## config.mk

```make
export PLATFORM = sky130hd
export DESIGN_NAME = rmth_heap
export DESIGN_NICKNAME = d
export VERILOG_FILES = /design/src/hdl/rmth_pkg.sv /design/src/hdl/rmth_ram.sv /design/src/hdl/rmth_heap.sv
export SDC_FILE = /design/constraint.sdc
export NUM_CORES = 2
export LEC_CHECK = 0
export BUFFER_PORTS_ARGS = -buffer_cell sky130_fd_sc_hd__buf_2
export CAP_MARGIN = 25
export CELL_PAD_IN_SITES_DETAIL_PLACEMENT = 1
export CELL_PAD_IN_SITES_GLOBAL_PLACEMENT = 2
export CORE_ASPECT_RATIO = 1.5
export CORE_MARGIN = 10
export CORE_UTILIZATION = 51
export DETAILED_ROUTE_END_ITERATION = 10
export PLACE_DENSITY_LB_ADDON = 0.1
export SLEW_MARGIN = 20
export SYNTH_ARGS = -nofsm -noshare
export SYNTH_HDL_FRONTEND = slang
export SYNTH_SLANG_ARGS = --single-unit
```

## constraint.sdc

```tcl
create_clock -name i_clk -period 9.5 [get_ports i_clk]
set_input_delay 0.95 -clock i_clk [delete_from_list [all_inputs] [get_ports i_clk]]
set_output_delay 0.95 -clock i_clk [all_outputs]
set_load 0.01 [all_outputs]
```

## src/hdl/rmth_pkg.sv

```systemverilog
package rmth_pkg;

    localparam int CAPACITY_DEF    = 256;
    localparam int SAMPLE_BITS_DEF = 16;
    localparam int MEDIAN_BITS     = 17;
    localparam int COUNT_BITS      = 9;

    typedef enum logic {
        HOP_PUSH,
        HOP_REPLACE
    } t_heap_op;

    typedef struct packed {
        logic     start;
        t_heap_op op;
    } t_heap_ctl;

    typedef enum logic [2:0] {
        HS_IDLE,
        HS_UP_RD,
        HS_UP_CMP,
        HS_DN_RD1,
        HS_DN_RD2,
        HS_DN_CMP
    } t_heap_state;

    typedef enum logic [1:0] {
        ST_IDLE,
        ST_WAIT,
        ST_OUT
    } t_top_state;

endpackage

```

## src/hdl/rmth_ram.sv

```systemverilog
module rmth_ram #(
    parameter int WIDTH = 16,
    parameter int DEPTH = 128,
    localparam int AW   = (DEPTH > 1) ? $clog2(DEPTH) : 1
) (
    input  logic             i_clk,
    input  logic             i_we,
    input  logic [AW-1:0]    i_waddr,
    input  logic [WIDTH-1:0] i_wdata,
    input  logic [AW-1:0]    i_raddr,
    output logic [WIDTH-1:0] o_rdata
);

    logic [WIDTH-1:0] r_mem [DEPTH];
    logic [WIDTH-1:0] r_rdata;

    always_ff @(posedge i_clk) begin
        if (i_we) begin
            r_mem[i_waddr] <= i_wdata;
        end
        r_rdata <= r_mem[i_raddr];
    end

    assign o_rdata = r_rdata;

endmodule

```

## src/hdl/rmth_heap.sv

```systemverilog
module rmth_heap
    import rmth_pkg::*;
#(
    parameter int WIDTH = 16,
    parameter int DEPTH = 128,
    localparam int CW   = $clog2(DEPTH + 1)
) (
    input  logic             i_clk,
    input  logic             i_rst_n,
    input  t_heap_ctl        i_ctl,
    input  logic [WIDTH-1:0] i_value,
    input  logic [CW-1:0]    i_size,
    output logic             o_busy,
    output logic [WIDTH-1:0] o_top
);

    // Max-heap in one RAM; the top entry is mirrored in a register.
    localparam int AW = (DEPTH > 1) ? $clog2(DEPTH) : 1;
    localparam int XW = CW + 1;

    t_heap_state      r_state, n_state;
    logic [AW-1:0]    r_idx, n_idx;
    logic [WIDTH-1:0] r_val, n_val;
    logic [CW-1:0]    r_size, n_size;
    logic [WIDTH-1:0] r_c1, n_c1;
    logic             r_two, n_two;
    logic [WIDTH-1:0] r_top;

    logic             we;
    logic [AW-1:0]    waddr, raddr, parent, bidx;
    logic [WIDTH-1:0] wdata, rdata, bval;
    logic [XW-1:0]    c1x, c2x, sizex;
    logic             take_c2, up_move, dn_move, c1_out;

    rmth_ram #(.WIDTH(WIDTH), .DEPTH(DEPTH)) u_ram (
        .i_clk   (i_clk),
        .i_we    (we),
        .i_waddr (waddr),
        .i_wdata (wdata),
        .i_raddr (raddr),
        .o_rdata (rdata)
    );

    assign c1x     = XW'({r_idx, 1'b1});
    assign c2x     = c1x + XW'(1);
    assign sizex   = XW'(r_size);
    assign parent  = AW'(r_idx - AW'(1)) >> 1;
    assign take_c2 = r_two && ($signed(rdata) > $signed(r_c1));
    assign bval    = take_c2 ? rdata : r_c1;
    assign bidx    = take_c2 ? c2x[AW-1:0] : c1x[AW-1:0];
    assign up_move = $signed(rdata) < $signed(r_val);
    assign dn_move = $signed(bval) > $signed(r_val);
    assign c1_out  = c1x >= sizex;

    always_comb begin
        n_state = r_state;
        unique case (r_state)
            HS_IDLE: begin
                if (i_ctl.start) begin
                    n_state = (i_ctl.op == HOP_PUSH) ? HS_UP_RD : HS_DN_RD1;
                end
            end
            HS_UP_RD:  n_state = (r_idx == '0) ? HS_IDLE : HS_UP_CMP;
            HS_UP_CMP: n_state = up_move ? HS_UP_RD : HS_IDLE;
            HS_DN_RD1: n_state = c1_out ? HS_IDLE : HS_DN_RD2;
            HS_DN_RD2: n_state = HS_DN_CMP;
            HS_DN_CMP: n_state = dn_move ? HS_DN_RD1 : HS_IDLE;
            default:   n_state = HS_IDLE;
        endcase
    end

    always_comb begin
        n_idx  = r_idx;
        n_val  = r_val;
        n_size = r_size;
        n_c1   = r_c1;
        n_two  = r_two;
        we     = 1'b0;
        waddr  = r_idx;
        wdata  = r_val;
        raddr  = parent;
        unique case (r_state)
            HS_IDLE: begin
                if (i_ctl.start) begin
                    n_val  = i_value;
                    n_size = i_size;
                    n_idx  = (i_ctl.op == HOP_PUSH) ? AW'(i_size) : '0;
                end
            end
            HS_UP_RD: begin
                if (r_idx == '0) begin
                    we = 1'b1;
                end
            end
            HS_UP_CMP: begin
                we = 1'b1;
                if (up_move) begin
                    wdata = rdata;
                    n_idx = parent;
                end
            end
            HS_DN_RD1: begin
                raddr = c1x[AW-1:0];
                if (c1_out) begin
                    we = 1'b1;
                end
            end
            HS_DN_RD2: begin
                n_c1  = rdata;
                n_two = c2x < sizex;
                raddr = c2x[AW-1:0];
            end
            HS_DN_CMP: begin
                we = 1'b1;
                if (dn_move) begin
                    wdata = bval;
                    n_idx = bidx;
                end
            end
            default: begin
                we = 1'b0;
            end
        endcase
    end

    always_ff @(posedge i_clk) begin
        if (!i_rst_n) begin
            r_state <= HS_IDLE;
        end else begin
            r_state <= n_state;
        end
        r_idx  <= n_idx;
        r_val  <= n_val;
        r_size <= n_size;
        r_c1   <= n_c1;
        r_two  <= n_two;
        if (we && waddr == '0) begin
            r_top <= wdata;
        end
    end

    assign o_busy = (r_state != HS_IDLE);
    assign o_top  = r_top;

endmodule

```

==> metrics.txt <==
Worst EP required 10.01 ns; critical path data arrival time 6.92 ns; Pre-Repair DR Iteration Count 5; Hold-fix buffers, CTS 0; fin worst setup slack 3.091 ns; final period utilization 0.6746; area delta synth->final 12.48%; max-slew violation count 0; EDFF count, synth 2112; Post-Route WL 276.3 mm; number of instances in the placed design 7870; mean routed wirelength per cell 33.52 um; Clock Pin Slew Worst Setup and Hold Paths 0.06 ns; Pleak 32.04 nW; # DRC 0; Final min period 6.409 ns; post-synth top area share 0.7335; Max rail drop VDD 0.0003205 V; Initial Utilization 0.5117; Synth Cell Area 86470 um2; fmax 0.1560 GHz; critical path peak fanout 69; Synth area leader edfxtp_1; worst min-delay path startpoint i_value[8]; Vias/cell 6.467; first-pass GRT wire length 396.2 mm; area occupied by registers 63800 um2; power per cell area 314.4 nW/um2; worst slack, placed 3.085 ns; Routed Antenna Nets 0; Synth Flop Type edfxtp_1; max-cap violation count 0; ys async rst share 0; PnR Total Power 30.58 mW; post-layout instance count excluding filler cells 8242; Yosys cell types 79; Syn Area/Cell 15.09 um2; WHS Path Cells 1; clock skew 0.03739 ns; design area 97260 um2; RSZ-0062 raised after global routing no; synthesized flop and latch total 2131; multi-input combinational cell area 21780 um2; crit path launch u_ram.o_rdata[13]; Slew @ Worst Pin 1.122 ns; Mapped Nets 5824; GP Congestion 0.8284; Ports 45; die area 186800 um2; die width 356.2 um; Util after Layout 0.5756; DIE HEIGHT 524.3 um; final hold vios 0; kind of critical path reg -> reg; slew margin rel. 0.2504; Register-to-Register Path Depth 19; via count 53300; most frequent cell after synthesis edfxtp_1; Startpoint Class register; Syn Inst Count 5732; row count 185; gr usage total 0.2937; clk root buf clkbuf_16; DR iter-0 viols 5357; post-route setup TNS 0 ns; initial antenna violation count 18; vias in the first global route 54750; grt ovf 0; final hold slack 0.2752 ns; fillcell total 15490; status finished clean; Num CTS Buffers 197; Yosys warnings 0; H-tree depth 4; clk_lat worst skew 0.86 ns; clk buf depth 3; clock sinks 2131; cts repair resizes 0; area post-placement 91030 um2; Total Nets Final 5921; share of cells above drive strength 1 0.1587; worst reg2reg path startpoint u_ram.o_rdata[13]; core box area 169000 um2; worst hold-check path type in -> reg; synth top area cells edfxtp_1 (73%), nand2_1 (5.0%), mux4_2 (4.1%); Buffers on Ports 44; largest net degree at the start of global routing 142; DP HPWL 162.4 mm; CTS tree yes; setup bufs post-CTS 0; final setup fails 0; Worst setup EP type register; Seq/Total Area, Yosys 0.7378; Commonest cells post-synth edfxtp_1 (2112), nand2_1 (1154), nand3_1 (551)
-- state kept, by name, indices dropped and copies added, names as in the netlist --
signal / cells
u_ram.o_rdata: 16
r_c1: 16
r_two: 1
o_top: 16
r_idx: 7
r_val: 16
u_ram.r_mem: 2048
r_size: 8
r_state: 3
-- cell type report --
cell class | count | area share
antenna | 12 | 0.0003087
inverter | 51 | 0.001968
tap | 2244 | 0.02887
clock buffer | 245 | 0.05296
multi-input combinational | 3137 | 0.2239
sequential | 2131 | 0.6560
clock inverter | 111 | 0.01020
timing repair buffer | 311 | 0.02579
-- path summary, 6_finish.rpt --
check | end | slack [ns]
max | u_ram.r_mem[23][11] | 3.09
min | r_val[8] | 0.28
max reg2reg | u_ram.r_mem[23][11] | 3.09
min reg2reg | r_c1[3] | 0.54
-- layer usage --
metal  routed length [um]  vias up  GRT usage
li1                     -    22470          -
met1               106100    28260     0.3693
met2               139200     2037     0.4982
met3                17010      522    0.04514
met4                13920       14     0.1390
met5                   90        -          0
-- where the power goes --
part	internal, mW	leakage [nW]	switching (mW)	total [mW]
Sequential	11.2	19.2	0.116	11.3
Clock	4.14	3.00	3.53	7.67
Combinational	3.40	9.87	8.20	11.6
-- cell families after synthesis --
logic type      Yosys count  share of synthesized area
flops                  2131                     0.7378
simple gates           1996                     0.1041
compound gates          791                    0.06739
buf+inv                 464                    0.02516
mux                     272                    0.05471
fa+ha+maj                64                   0.009261
xor+xnor                 14                   0.001505
-- critical path, cell delays in order, from the launching register on --
cell       delay, ns
dfxtp_1         0.42
ha_1            0.29
a21o_1          0.18
a2111oi_0       0.46
o211ai_1        0.17
o2111ai_2       0.29
buf_4           0.38
mux2_2          0.38
ha_1            0.29
nor2b_1         0.14
o21a_1          0.16
o21ai_0         0.16
nand2b_1        0.08
a21oi_1         0.19
nand4_1         0.10
nor4b_2         0.18
nor3_2          0.19
buf_4           0.33
a221o_4         0.79
buf_4           0.72
-- placed cells by master (no fill, tap or decap), types with 31 or more instances in the layout --
master	count
edfxtp_1	2112
nand2_1	1150
nand3_1	550
buf_4	240
clkbuf_16	198
mux4_2	159
and3_1	120
a21oi_1	112
o2111ai_1	108
a2111oi_2	105
mux2i_1	98
o21ai_0	87
a31oi_1	84
ha_1	64
a311oi_1	51
inv_1	49
clkinv_1	48
buf_2	46
clkbuf_1	45
clkinv_2	36
or3_1	31
(Power assumes the default switching activity.)
